### config.mk
export PLATFORM = sky130hd
export DESIGN_NAME = fbsb_queue
export DESIGN_NICKNAME = d
export VERILOG_FILES = /design/src/fbsb_pkg.sv /design/src/fbsb_queue.sv
export SDC_FILE = /design/constraint.sdc
export NUM_CORES = 1
export LEC_CHECK = 0
export ABC_AREA = 1
export BUFFER_PORTS_ARGS = -buffer_cell sky130_fd_sc_hd__buf_2
export CORE_MARGIN = 3
export CORE_UTILIZATION = 56
export CTS_CLUSTER_DIAMETER = 150
export DETAILED_ROUTE_END_ITERATION = 10
export PLACE_DENSITY = 0.78
export SKIP_CTS_REPAIR_TIMING = 1
export SYNTH_ARGS = -nofsm -noshare
export SYNTH_HDL_FRONTEND = slang
export SYNTH_SLANG_ARGS = --single-unit
### constraint.sdc
create_clock -name i_clk -period 6.1 [get_ports i_clk]
set_clock_uncertainty 0.1 [all_clocks]
set_input_delay 0.915 -clock i_clk [delete_from_list [all_inputs] [get_ports i_clk]]
set_output_delay 0.915 -clock i_clk [all_outputs]
set_load 0.02 [all_outputs]
### src/fbsb_pkg.sv
// Shared types, constants and helpers for the framebuffer sprite blitter.
// Used by the front end, the command queue, the back end and the top level.
// No dependencies.
package fbsb_pkg;

    // Framebuffer geometry.
    localparam int FB_WIDTH  = 128;
    localparam int FB_HEIGHT = 128;
    localparam int FB_SIZE   = FB_WIDTH * FB_HEIGHT;
    localparam int XW        = $clog2(FB_WIDTH);
    localparam int YW        = $clog2(FB_HEIGHT);
    localparam int AW        = $clog2(FB_SIZE);

    // Width of a position after adding an offset (sign bit plus ten bits).
    localparam int PW = 11;

    // Command queue depth.
    localparam int QDEPTH = 4;
    localparam int QAW    = $clog2(QDEPTH);

    // Configuration register indexes and reset values.
    localparam logic CFG_KEY_COLOR  = 1'b0;
    localparam logic CFG_KEY_ENABLE = 1'b1;
    localparam logic [15:0] KEY_COLOR_RESET = 16'hF81F;

    // Input command codes.
    typedef enum logic [2:0] {
        CMD_BEGIN = 3'd0,
        CMD_PIXEL = 3'd1,
        CMD_CROSS = 3'd2,
        CMD_FILL  = 3'd3,
        CMD_READ  = 3'd4
    } t_cmd;

    // Operations handed from the front end to the back end.
    typedef enum logic [1:0] {
        OP_WRITE = 2'd0,
        OP_CROSS = 2'd1,
        OP_FILL  = 2'd2,
        OP_READ  = 2'd3
    } t_op_kind;

    typedef struct packed {
        t_op_kind        kind;
        logic [9:0]      pos_x;
        logic [9:0]      pos_y;
        logic [6:0]      arm;
        logic [15:0]     color;
        logic [AW-1:0]   addr;
        logic            off;
    } t_op;

    // True when a position lies inside the framebuffer.
    function automatic logic on_screen(input logic [PW-1:0] x, input logic [PW-1:0] y);
        return !x[PW-1] && (x < PW'(FB_WIDTH)) && !y[PW-1] && (y < PW'(FB_HEIGHT));
    endfunction

    // Row-major address of an on-screen position.
    function automatic logic [AW-1:0] pix_addr(input logic [PW-1:0] x,
                                               input logic [PW-1:0] y);
        return AW'(y[YW-1:0]) * AW'(FB_WIDTH) + AW'(x[XW-1:0]);
    endfunction

endpackage

### src/fbsb_queue.sv
// Short first-in first-out queue of operations between front and back end.
// Depends on fbsb_pkg.
module fbsb_queue (
    input  logic           i_clk,
    input  logic           i_rst_n,
    input  logic           i_push,
    input  fbsb_pkg::t_op  i_op,
    output logic           o_full,
    output logic           o_valid,
    output fbsb_pkg::t_op  o_head,
    input  logic           i_pop
);

    fbsb_pkg::t_op                r_slot [fbsb_pkg::QDEPTH];
    logic [fbsb_pkg::QAW-1:0]     r_wp;
    logic [fbsb_pkg::QAW-1:0]     r_rp;
    logic [fbsb_pkg::QAW:0]       r_cnt;
    logic                         do_push;
    logic                         do_pop;

    assign o_full  = (r_cnt == (fbsb_pkg::QAW+1)'(fbsb_pkg::QDEPTH));
    assign o_valid = (r_cnt != '0);
    assign o_head  = r_slot[r_rp];
    assign do_push = i_push && !o_full;
    assign do_pop  = i_pop && o_valid;

    // Entry storage.
    always_ff @(posedge i_clk) begin
        if (do_push) begin
            r_slot[r_wp] <= i_op;
        end
    end

    // Pointers and fill count.
    always_ff @(posedge i_clk) begin
        if (!i_rst_n) begin
            r_wp  <= '0;
            r_rp  <= '0;
            r_cnt <= '0;
        end else begin
            if (do_push) begin
                r_wp <= r_wp + 1'b1;
            end
            if (do_pop) begin
                r_rp <= r_rp + 1'b1;
            end
            if (do_push && !do_pop) begin
                r_cnt <= r_cnt + 1'b1;
            end else if (do_pop && !do_push) begin
                r_cnt <= r_cnt - 1'b1;
            end
        end
    end

endmodule

==> implementation parameters <==
Parameter                              Value

Timing
  Transition time at the pin with the least slew margin    between 1 and 1.5 ns
  Max-slew violation count    0
  Relative slew slack    19.88%
  Achievable clock frequency    roughly 0.24 GHz
  Final hold viol count    0
  Final Worst Setup Slack    just over 2 ns
  Hold slack final    0.4241 ns
  Time the final worst path needs with I/O delays and setup    a little over 4 ns
  Setup TNS    0 ns
  Setup violation total in the final timing report    0
  Setup repair after global routing missed its margin    no
  Crit share post-route    66.95%

Place
  Count of port buffers added during placement    between 100 and 150
  Routability cong.    0.7586
  Total half-perimeter wirelength after legalization and detailed placement    10.53 mm
  Number of placed instances with taps included    about 960
  Worst slack, placed    2.546 ns
  Placed standard-cell area    10280 um^2

Global route
  GR met3 Demand/Resource    3.860%
  Total global routing track utilization    20.56%
  Global-route met1 utilization    26.96%
  Global-route wire length before repair    29.93 mm
  Busiest layer in global routing    met2
  Initial antenna violation count    2
  Vias in the first global route    between 5000 and 6000
  Remaining global-route overflow    0
  Global routing usage on met2    between 30% and 40%
  Pin count of the biggest net entering global routing    about 120

Worst hold path
  Type of the most critical hold path    reg2reg
  Worst hold path startpoint    r_rp[0]

Yosys
  Dominant combinational cell family by area after synthesis    compound AO/OA/AOI/OAI gates
  Xor/xnor cell area share of the yosys netlist    less than 1%
  Share of cell area taken by muxes after synthesis    0%
  Distinct cells, synth    21
  Flop and latch count out of synthesis    249
  Avg Inst Size Synth    about 15 um^2
  Cell count after synthesis    649
  Warnings from Yosys    0
  Post-Synthesis Net Count    approximately 720
  Mapped Area    9548 um^2
  Share of synthesized area occupied by flip-flops and latches    between 70% and 80%
  Post-synthesis simple-gate area fraction    6.670%
  Compound-gate portion of the synthesized area    11.74%
  Adder and majority gate portion of the synthesized area    less than 1%

Die
  Die area    18650 um^2
  Height of the die    approximately 140 um
  Initial core utilization    57.37%
  Core area    16640 um^2
  Site row count    47
  Floorplan die width    136.6 um
  Count of boundary I/O pins    126

Layout
  Area added between synthesis and finish    16.69%
  Total number of nets in the final design    840
  Ratio of cells with drive above 1 in the final layout    27.85%
  Multi-input logic area    1879 um^2
  Area of all placed cells without fillers    about 11000 um^2
  Final non-filler cell total    1011
  Core Util, Final    66.95%
  Sequential cell area    7392 um^2
  Fillers    1177

Drt
  Drt first-iter violations    455
  DRC violation count after routing    0
  Number of nets with antenna violations after detailed routing    0
  Wirelength per Cell    ~19 um
  Number of search-and-repair iterations in the first detailed-routing pass    5
  Post-DR vias/cell    between 5 and 6
  Aggregate routed wire length    19.26 mm
  Vias    between 5000 and 6000

Setup path
  Cell breakdown of the critical path    inv_2, o21ai_0, o22ai_2, buf_2
  CP max FO    61
  Startpoint kind of the worst setup timing path    flop
  Crit path capture type    primary output
  Arrival @ worst endpoint    3.07 ns
  CP peak stage delay    1.06 ns
  Crit path required time    5.08 ns
  Beginning of the worst register-to-register path    r_cnt[0]
  Critical path start-end classification    reg2out
  Critical path's slowest cell    sky130_fd_sc_hd__dfxtp_2
  Cell class contributing the biggest share of worst-path delay    flip-flops
  Combined buffer and inverter count along the critical path    2

Pwr
  Overall power after layout    between 4 and 5 mW
  Power density cells    445.7 nW/um^2
  Worst-case vdd ir drop    between 0.3 and 0.4 mV
  Leakage dissipation    3.928 nW

Clock network
  CTS tree    yes
  Post-CTS clock slew at the launch and capture registers of the worst setup and hold paths    approximately 0.060 ns
  Clock Sink Count    249
  Clock Latency Late Sink    0.51 ns
  CTS H-tree depth    1
  Number of buffers added by the clock tree synthesis step    26
  Maximum number of buffers from clock root to sink    3
  CTS root buffer    sky130_fd_sc_hd__clkbuf_16

Status
  Result of the run    finished clean

Run
  Maximum Capacitance Violations    0
[state kept, by name, summed over array words and instances, names as in the netlist, named ones only]
name    cells
r_cnt       3
r_rp        2
r_slot    240
r_wp        2
[worst register-to-register path: stages, from the launching register on]
cell                      delay, ns
sky130_fd_sc_hd__dfxtp_1       0.40
sky130_fd_sc_hd__nor2_1        0.08
sky130_fd_sc_hd__nand2_1       0.12
sky130_fd_sc_hd__nand2_1       0.26
sky130_fd_sc_hd__nor2_4        0.69
sky130_fd_sc_hd__buf_4         0.63
[synth_stat cells]
cell type / count / share of area [%]
sky130_fd_sc_hd__edfxtp_1: 240 / 75
sky130_fd_sc_hd__nor2_1: 114 / 4.5
sky130_fd_sc_hd__o21ai_0: 81 / 4.2
sky130_fd_sc_hd__o21ai_1: 40 / 2.1
sky130_fd_sc_hd__o22ai_1: 40 / 2.6
sky130_fd_sc_hd__clkbuf_1: 23 / 0.90
sky130_fd_sc_hd__nor2_2: 20 / 1.3
sky130_fd_sc_hd__o22ai_2: 20 / 2.6
sky130_fd_sc_hd__inv_1: 16 / 0.63
sky130_fd_sc_hd__nand2_1: 15 / 0.59
sky130_fd_sc_hd__buf_6: 9 / 1.1
sky130_fd_sc_hd__dfxtp_1: 9 / 1.9
sky130_fd_sc_hd__ha_1: 5 / 0.66
sky130_fd_sc_hd__nand3_1: 4 / 0.21
sky130_fd_sc_hd__a21oi_1: 3 / 0.16
sky130_fd_sc_hd__buf_2: 3 / 0.16
sky130_fd_sc_hd__buf_8: 3 / 0.47
sky130_fd_sc_hd__fa_1: 1 / 0.21
sky130_fd_sc_hd__inv_2: 1 / 0.039
sky130_fd_sc_hd__nand3b_1: 1 / 0.079
sky130_fd_sc_hd__xor2_1: 1 / 0.092
[worst paths after layout]
path	cells past startpoint	endpoint	slack [ns]
setup / recovery	4	o_head[52]	2.02
hold / removal	2	flop	0.42
hold reg to reg	2	flop	0.42
setup reg to reg	5	r_slot[0][9]	3.43
[where the power goes]
| part | total, mW | internal, mW | switching (mW) |
|---|---|---|---|
| Sequential | 2.15 | 2.08 | 0.0681 |
| Clock | 1.54 | 0.934 | 0.609 |
| Combinational | 1.27 | 0.371 | 0.902 |
[routing by layer]
layer	wire [um]	share of wire, %	vias to the layer above
li1	-	-	2670
met2	9561	50	183
met3	1245	6.5	45
met4	551	2.9	2
met5	7	0.036	-
met1	7890	41	2825
[layout make-up]
| cell class | count | share of cell area, % |
|---|---|---|
| flip-flops and latches | 249 | 66.34 |
| clock buffers | 31 | 6.199 |
| repair buffers | 131 | 6.019 |
| diodes | 1 | 0.02246 |
| inverters | 17 | 0.5952 |
| clock inverters | 17 | 1.482 |
| multi-input cells | 345 | 16.87 |
| well taps | 220 | 2.471 |
[logic make-up after synthesis]
logic type / Yosys count
adder cells (fa/ha/maj): 6
AND/OR/NAND/NOR: 154
flip-flops: 249
XOR/XNOR: 1
AO/OA/AOI/OAI: 184
buffers and inverters: 55
[placed cells by master (no fill, tap or decap)]
| cell | n |
|---|---|
| sky130_fd_sc_hd__clkinvlp_4 | 2 |
| sky130_fd_sc_hd__diode_2 | 1 |
| sky130_fd_sc_hd__xor2_1 | 1 |
| sky130_fd_sc_hd__clkinv_1 | 3 |
| sky130_fd_sc_hd__nand2_1 | 15 |
| sky130_fd_sc_hd__clkinv_4 | 1 |
| sky130_fd_sc_hd__nor2_1 | 110 |
| sky130_fd_sc_hd__dfxtp_1 | 7 |
| sky130_fd_sc_hd__inv_2 | 1 |
| sky130_fd_sc_hd__nand3b_1 | 1 |
| sky130_fd_sc_hd__inv_4 | 1 |
| sky130_fd_sc_hd__inv_1 | 15 |
| sky130_fd_sc_hd__buf_4 | 6 |
| sky130_fd_sc_hd__dfxtp_4 | 1 |
| sky130_fd_sc_hd__o22ai_1 | 40 |
| sky130_fd_sc_hd__o22ai_2 | 20 |
| sky130_fd_sc_hd__edfxtp_1 | 240 |
| sky130_fd_sc_hd__nand3_1 | 4 |
| sky130_fd_sc_hd__o21ai_1 | 40 |
| sky130_fd_sc_hd__clkbuf_1 | 4 |
| sky130_fd_sc_hd__o21ai_0 | 81 |
| sky130_fd_sc_hd__buf_2 | 125 |
| sky130_fd_sc_hd__fa_1 | 1 |
| sky130_fd_sc_hd__nor2_2 | 20 |
| sky130_fd_sc_hd__nor2_4 | 4 |
| sky130_fd_sc_hd__dfxtp_2 | 1 |
| sky130_fd_sc_hd__ha_1 | 5 |
| sky130_fd_sc_hd__clkbuf_16 | 27 |
| sky130_fd_sc_hd__bufinv_16 | 3 |
| sky130_fd_sc_hd__clkinv_2 | 8 |
| sky130_fd_sc_hd__a21oi_1 | 3 |
Note: power is estimated with default switching activity, not from simulation.
