### src/fbsb_pkg.sv
// Shared types, constants and helpers for the framebuffer sprite blitter.
// Used by the front end, the command queue, the back end and the top level.
// No dependencies.
package fbsb_pkg;

    // Framebuffer geometry.
    localparam int FB_WIDTH  = 128;
    localparam int FB_HEIGHT = 128;
    localparam int FB_SIZE   = FB_WIDTH * FB_HEIGHT;
    localparam int XW        = $clog2(FB_WIDTH);
    localparam int YW        = $clog2(FB_HEIGHT);
    localparam int AW        = $clog2(FB_SIZE);

    // Width of a position after adding an offset (sign bit plus ten bits).
    localparam int PW = 11;

    // Command queue depth.
    localparam int QDEPTH = 4;
    localparam int QAW    = $clog2(QDEPTH);

    // Configuration register indexes and reset values.
    localparam logic CFG_KEY_COLOR  = 1'b0;
    localparam logic CFG_KEY_ENABLE = 1'b1;
    localparam logic [15:0] KEY_COLOR_RESET = 16'hF81F;

    // Input command codes.
    typedef enum logic [2:0] {
        CMD_BEGIN = 3'd0,
        CMD_PIXEL = 3'd1,
        CMD_CROSS = 3'd2,
        CMD_FILL  = 3'd3,
        CMD_READ  = 3'd4
    } t_cmd;

    // Operations handed from the front end to the back end.
    typedef enum logic [1:0] {
        OP_WRITE = 2'd0,
        OP_CROSS = 2'd1,
        OP_FILL  = 2'd2,
        OP_READ  = 2'd3
    } t_op_kind;

    typedef struct packed {
        t_op_kind        kind;
        logic [9:0]      pos_x;
        logic [9:0]      pos_y;
        logic [6:0]      arm;
        logic [15:0]     color;
        logic [AW-1:0]   addr;
        logic            off;
    } t_op;

    // True when a position lies inside the framebuffer.
    function automatic logic on_screen(input logic [PW-1:0] x, input logic [PW-1:0] y);
        return !x[PW-1] && (x < PW'(FB_WIDTH)) && !y[PW-1] && (y < PW'(FB_HEIGHT));
    endfunction

    // Row-major address of an on-screen position.
    function automatic logic [AW-1:0] pix_addr(input logic [PW-1:0] x,
                                               input logic [PW-1:0] y);
        return AW'(y[YW-1:0]) * AW'(FB_WIDTH) + AW'(x[XW-1:0]);
    endfunction

endpackage

### src/fbsb_front.sv
// Front end: takes input transfers, tracks blit progress, clips and keys
// sprite pixels and turns items into queue operations.
// Depends on fbsb_pkg.
module fbsb_front (
    input  logic              i_clk,
    input  logic              i_rst_n,
    input  logic              i_in_valid,
    output logic              o_in_ready,
    input  logic [2:0]        i_cmd,
    input  logic [9:0]        i_pos_x,
    input  logic [9:0]        i_pos_y,
    input  logic [7:0]        i_sprite_width,
    input  logic [7:0]        i_sprite_height,
    input  logic [6:0]        i_arm_length,
    input  logic [15:0]       i_color,
    input  logic              i_cfg_we,
    input  logic              i_cfg_index,
    input  logic [15:0]       i_cfg_data,
    input  logic              i_q_full,
    output logic              o_push,
    output fbsb_pkg::t_op     o_op
);

    logic [15:0] r_key_color;
    logic        r_key_enable;
    logic [9:0]  r_org_x, n_org_x;
    logic [9:0]  r_org_y, n_org_y;
    logic [7:0]  r_cols, n_cols;
    logic [7:0]  r_rows, n_rows;
    logic [7:0]  r_col, n_col;
    logic [7:0]  r_row, n_row;
    logic        r_active, n_active;

    logic                        accept;
    logic [fbsb_pkg::PW-1:0]     spr_x;
    logic [fbsb_pkg::PW-1:0]     spr_y;
    logic [fbsb_pkg::PW-1:0]     rd_x;
    logic [fbsb_pkg::PW-1:0]     rd_y;
    logic [8:0]                  col_inc;
    logic [8:0]                  row_inc;
    logic                        spr_write;

    assign o_in_ready = !i_q_full;
    assign accept     = i_in_valid && o_in_ready;

    // Sprite pixel position and the write decision (clip and color key).
    assign spr_x = {r_org_x[9], r_org_x} + {3'b000, r_col};
    assign spr_y = {r_org_y[9], r_org_y} + {3'b000, r_row};
    assign spr_write = fbsb_pkg::on_screen(spr_x, spr_y)
                       && (!r_key_enable || (i_color != r_key_color));
    assign rd_x = {i_pos_x[9], i_pos_x};
    assign rd_y = {i_pos_y[9], i_pos_y};
    assign col_inc = {1'b0, r_col} + 9'd1;
    assign row_inc = {1'b0, r_row} + 9'd1;

    // Classification of one item and the next blit state.
    always_comb begin
        n_org_x  = r_org_x;
        n_org_y  = r_org_y;
        n_cols   = r_cols;
        n_rows   = r_rows;
        n_col    = r_col;
        n_row    = r_row;
        n_active = r_active;
        o_push   = 1'b0;
        o_op.kind  = fbsb_pkg::OP_WRITE;
        o_op.pos_x = i_pos_x;
        o_op.pos_y = i_pos_y;
        o_op.arm   = i_arm_length;
        o_op.color = i_color;
        o_op.addr  = fbsb_pkg::pix_addr(spr_x, spr_y);
        o_op.off   = 1'b0;
        case (fbsb_pkg::t_cmd'(i_cmd))
            fbsb_pkg::CMD_BEGIN: begin
                n_org_x  = i_pos_x;
                n_org_y  = i_pos_y;
                n_cols   = i_sprite_width;
                n_rows   = i_sprite_height;
                n_col    = '0;
                n_row    = '0;
                n_active = (i_sprite_width != 8'd0) && (i_sprite_height != 8'd0);
            end
            fbsb_pkg::CMD_PIXEL: begin
                if (r_active) begin
                    o_push = spr_write;
                    n_col  = col_inc[7:0];
                    if (col_inc >= {1'b0, r_cols}) begin
                        n_col = '0;
                        n_row = row_inc[7:0];
                        if (row_inc >= {1'b0, r_rows}) begin
                            n_row    = '0;
                            n_active = 1'b0;
                        end
                    end
                end
            end
            fbsb_pkg::CMD_CROSS: begin
                o_push    = 1'b1;
                o_op.kind = fbsb_pkg::OP_CROSS;
            end
            fbsb_pkg::CMD_FILL: begin
                o_push    = 1'b1;
                o_op.kind = fbsb_pkg::OP_FILL;
            end
            fbsb_pkg::CMD_READ: begin
                o_push    = 1'b1;
                o_op.kind = fbsb_pkg::OP_READ;
                o_op.addr = fbsb_pkg::pix_addr(rd_x, rd_y);
                o_op.off  = !fbsb_pkg::on_screen(rd_x, rd_y);
            end
            default: begin
                o_push = 1'b0;
            end
        endcase
        if (!accept) begin
            o_push = 1'b0;
        end
    end

    // Blit state registers.
    always_ff @(posedge i_clk) begin
        if (!i_rst_n) begin
            r_org_x  <= '0;
            r_org_y  <= '0;
            r_cols   <= '0;
            r_rows   <= '0;
            r_col    <= '0;
            r_row    <= '0;
            r_active <= 1'b0;
        end else if (accept) begin
            r_org_x  <= n_org_x;
            r_org_y  <= n_org_y;
            r_cols   <= n_cols;
            r_rows   <= n_rows;
            r_col    <= n_col;
            r_row    <= n_row;
            r_active <= n_active;
        end
    end

    // Configuration registers.
    always_ff @(posedge i_clk) begin
        if (!i_rst_n) begin
            r_key_color  <= fbsb_pkg::KEY_COLOR_RESET;
            r_key_enable <= 1'b1;
        end else if (i_cfg_we) begin
            if (i_cfg_index == fbsb_pkg::CFG_KEY_COLOR) begin
                r_key_color <= i_cfg_data;
            end else begin
                r_key_enable <= i_cfg_data[0];
            end
        end
    end

endmodule

### config.mk
export PLATFORM = sky130hd
export DESIGN_NAME = fbsb_front
export DESIGN_NICKNAME = d
export VERILOG_FILES = /design/src/fbsb_pkg.sv /design/src/fbsb_front.sv
export SDC_FILE = /design/constraint.sdc
export NUM_CORES = 1
export LEC_CHECK = 0
export BUFFER_PORTS_ARGS = -buffer_cell sky130_fd_sc_hd__buf_2
export CAP_MARGIN = 20
export CORE_UTILIZATION = 40
export DETAILED_ROUTE_END_ITERATION = 7
export HOLD_SLACK_MARGIN = 0.15
export PLACE_DENSITY_LB_ADDON = 0.08
export SYNTH_ARGS = -nofsm -noshare
export SYNTH_HDL_FRONTEND = slang
export SYNTH_SLANG_ARGS = --single-unit
### constraint.sdc
create_clock -name i_clk -period 3.7 [get_ports i_clk]
set_input_delay 0.37 -clock i_clk [delete_from_list [all_inputs] [get_ports i_clk]]
set_output_delay 0.37 -clock i_clk [all_outputs]
set_load 0.005 [all_outputs]
==> impl_metrics.json <==
{
  "drcViolationCount": 0,
  "syn_to_final_growth_pct": 16.1,
  "crit_chain": "ha_1 > o21a_1 > a2111oi_2 > o31ai_1 > a2111oi_2 > nand3_1 > o31ai_1 > buf_2",
  "setup_viol": 0,
  "p_int_w": 0.00139,
  "rows": 39,
  "grt_max_degree": 54,
  "root_buffer": "clkbuf_16",
  "synth_nets": 731,
  "ys_ff_latch": 70,
  "hold_violations": 0,
  "period_needed_ns": 3.19,
  "num_vias": 4324,
  "ys.flop_type": "dfxtp_1",
  "crit_fanout": 8,
  "p_sw_share_pct": 24.3,
  "wl_per_cell_um": 14.2,
  "crit_type": "reg2out",
  "ctsResizeCount": 0,
  "postRouteAntennaNets": 0,
  "clock-sinks": 70,
  "worstMarginPinSlew_ns": 0.823,
  "tns_ns": 0,
  "cts_tree": "yes",
  "rsz0062_at_grt": "false",
  "hold_class": "in2reg",
  "hold_buffers": 0,
  "p_per_area_nw_per_um2": 335,
  "dpl_cell_area_um2": 5200,
  "num_io_pins": 146,
  "numPortBuffers": 131,
  "gp_congestion": 0.795,
  "clk_pin_slew_ns": 0.06,
  "arrival_ns": 2.82,
  "vias_per_cell": 5.14,
  "htree_levels": 3,
  "slew_headroom_pct": 44.7,
  "grt_pass1_vias": 4036,
  "finalCritPeriodShare_pct": 86.1,
  "gr-total-overflow": 0,
  "async_reset_ff_share_pct": 0,
  "yosysUniqueCellTypes": 60,
  "stdcell_area_um2": 5500,
  "syn-instance-count": 611,
  "synth-edff-count": 0,
  "worstPathRequired_ns": 3.33,
  "pwr-share-comb_pct": 10.5,
  "worst_slack_ns": 0.513,
  "nNetsFinal": 814,
  "status": "finished clean",
  "wl_um": 11900,
  "n_antenna_cell": 0,
  "syn_area_um2": 4740,
  "initial_core_util_pct": 41.3,
  "postSynthAreaPerCell_um2": 7.75,
  "p_switching_w": 0.000446,
  "maxCapViolations": 0,
  "crit_path_start_kind": "register",
  "dp_hpwl_um": 8750,
  "grt_pass1_wl_um": 19800,
  "clock_path_buffers": 2,
  "p_leak_nw": 2.48,
  "cpMaxStageDelayCell": "a2111oi_2",
  "maxSlewViolCount": 0,
  "first_pass_iters": 4,
  "yosysWarnings": 0,
  "antenna_found_initial": 0,
  "cts_made_buffers": 9,
  "finalPower_w": 0.00184,
  "skew_ns": 0.00551,
  "synth_seq_area_share_pct": 29.6,
  "fp.dieW_um": 111,
  "end_kind": "output pin",
  "place_ws_ns": 0.629,
  "finalCoreUtilization_pct": 48.0,
  "max_stage_delay_ns": 0.47,
  "clk-insertion-delay-late_ns": 0.34,
  "drive_gt1_share_pct": 24.6,
  "postCtsSetupRepairBufs": 0,
  "drtIter0Drc": 168,
  "coreArea_um2": 11500,
  "fmax_mhz": 314,
  "die_area_um2": 12300,
  "vdd_ir_drop_max_v": 0.000289,
  "seq_power_share_pct": 42.5,
  "clock_power_share_pct": 47.0,
  "die_h_um": 111,
  "grt_usage_pct": 20.1
}
## kinds of logic after synthesis
| group | count (synthesis) | share of synthesized area [%] |
|---|---|---|
| buf+inv | 92 | 11.1 |
| fa+ha+maj | 36 | 9.83 |
| compound gates | 148 | 20.6 |
| flops | 70 | 29.6 |
| xor+xnor | 32 | 5.92 |
| mux | 5 | 1.16 |
| simple gates | 228 | 21.8 |
## cells in the mapped netlist (all sizes together), types with 10 or more instances
library cell / count / share of area (%)
nand2: 141 / 11
ha: 34 / 9.0
dfxtp: 70 / 30
clkbuf: 21 / 1.7
a211oi: 12 / 2.1
nand3: 21 / 2.2
a21oi: 57 / 6.0
nand2b: 10 / 1.4
o21ai: 20 / 2.1
buf: 46 / 7.4
inv: 25 / 2.0
a21o: 11 / 1.7
xnor2: 19 / 3.5
nor2: 19 / 1.5
xor2: 13 / 2.4
## flip-flops by register name (all words and copies together) (netlist names), 8 cells and up
name         cells
r_key_color     16
r_org_x         10
r_org_y         10
r_col            8
r_cols           8
r_row            8
r_rows           8
## path summary, 6_finish.rpt
path	start	slack (ns)	end	cells past startpoint
max	r_row[2]$_SDFFE_PN0P_	0.51	o_push	8
min	i_cfg_data[2]	0.23	r_key_color[2]$_SDFFE_PN1P_	3
max reg2reg	r_col[1]$_SDFFE_PN0P_	0.58	r_row[7]$_SDFFE_PN0P_	10
min reg2reg	r_rows[3]$_SDFFE_PN0P_	0.46	r_rows[3]$_SDFFE_PN0P_	2
## metal layers
| metal | part of all wire, % | routed length (um) | GRT usage (%) |
|---|---|---|---|
| met1 | 50 | 5930 | 26.9 |
| met3 | 5.1 | 607 | 4.81 |
| met5 | 0 | 0 | 0 |
| met4 | 1.2 | 141 | 6.84 |
| met2 | 44 | 5270 | 31.6 |
## power groups by stage
stage,registers [W],logic (W),clock network [W]
after detailed placement,0.000798,0.000194,0
after global placement,0.000797,0.000192,0
after global routing,0.000783,0.000215,0.000925
after floorplan,0.000795,0.000127,0
after CTS,0.000782,0.000195,0.000887
final,0.000781,0.000193,0.000866
## critical path, delay by kind of cell (launching register included)
| family | cells | cell delay (ns) |
|---|---|---|
| AOI/OAI and AO/OA | 5 | 1.41 |
| adders and majority gates | 1 | 0.33 |
| buffers and inverters | 1 | 0.17 |
| DFF | 1 | 0.46 |
| and+or+nand+nor | 1 | 0.11 |
## through the flow
stage | hold WS (ns) | instances
6_report | 0.231 | 841
5_1_grt | 0.235 | 841
4_1_cts | 0.218 | 840
3_5_place_dp | 0.450 | 825
3_3_place_gp | 0.444 | 825
2_1_floorplan | 0.431 | 611
## layout by cell type (no fill, tap or decap), drive strengths merged, types with 3 or more instances in the layout
cell | synthesis | layout
nor2 | 19 | 19
or2 | 3 | 3
dfxtp | 70 | 70
nand2b | 10 | 10
nor4 | 8 | 8
and3 | 6 | 6
mux2 | 4 | 4
o21a | 8 | 8
and2 | 3 | 3
nand2 | 141 | 141
a211o | 4 | 4
xnor2 | 19 | 19
a311oi | 6 | 6
a21oi | 57 | 57
clkbuf | 21 | 11
o22ai | 6 | 6
xor2 | 13 | 13
buf | 46 | 139
o21ai | 20 | 20
nand4 | 4 | 4
ha | 34 | 34
nor3 | 3 | 3
a2111oi | 3 | 3
o31ai | 4 | 4
inv | 25 | 25
a211oi | 12 | 12
a21o | 11 | 11
nand3 | 21 | 21
## cell type report
| class | instances | area, um^2 |
|---|---|---|
| Inverter | 25 | 93.8 |
| Clock buffer | 11 | 243 |
| Clock inverter | 4 | 47.5 |
| Multi-Input combinational cell | 449 | 2820 |
| Tap cell | 143 | 179 |
| Timing Repair Buffer | 139 | 716 |
| Fill cell | 1153 | 5970 |
| Sequential cell | 70 | 1400 |
No activity file was read; power rests on OpenSTA's default activity.
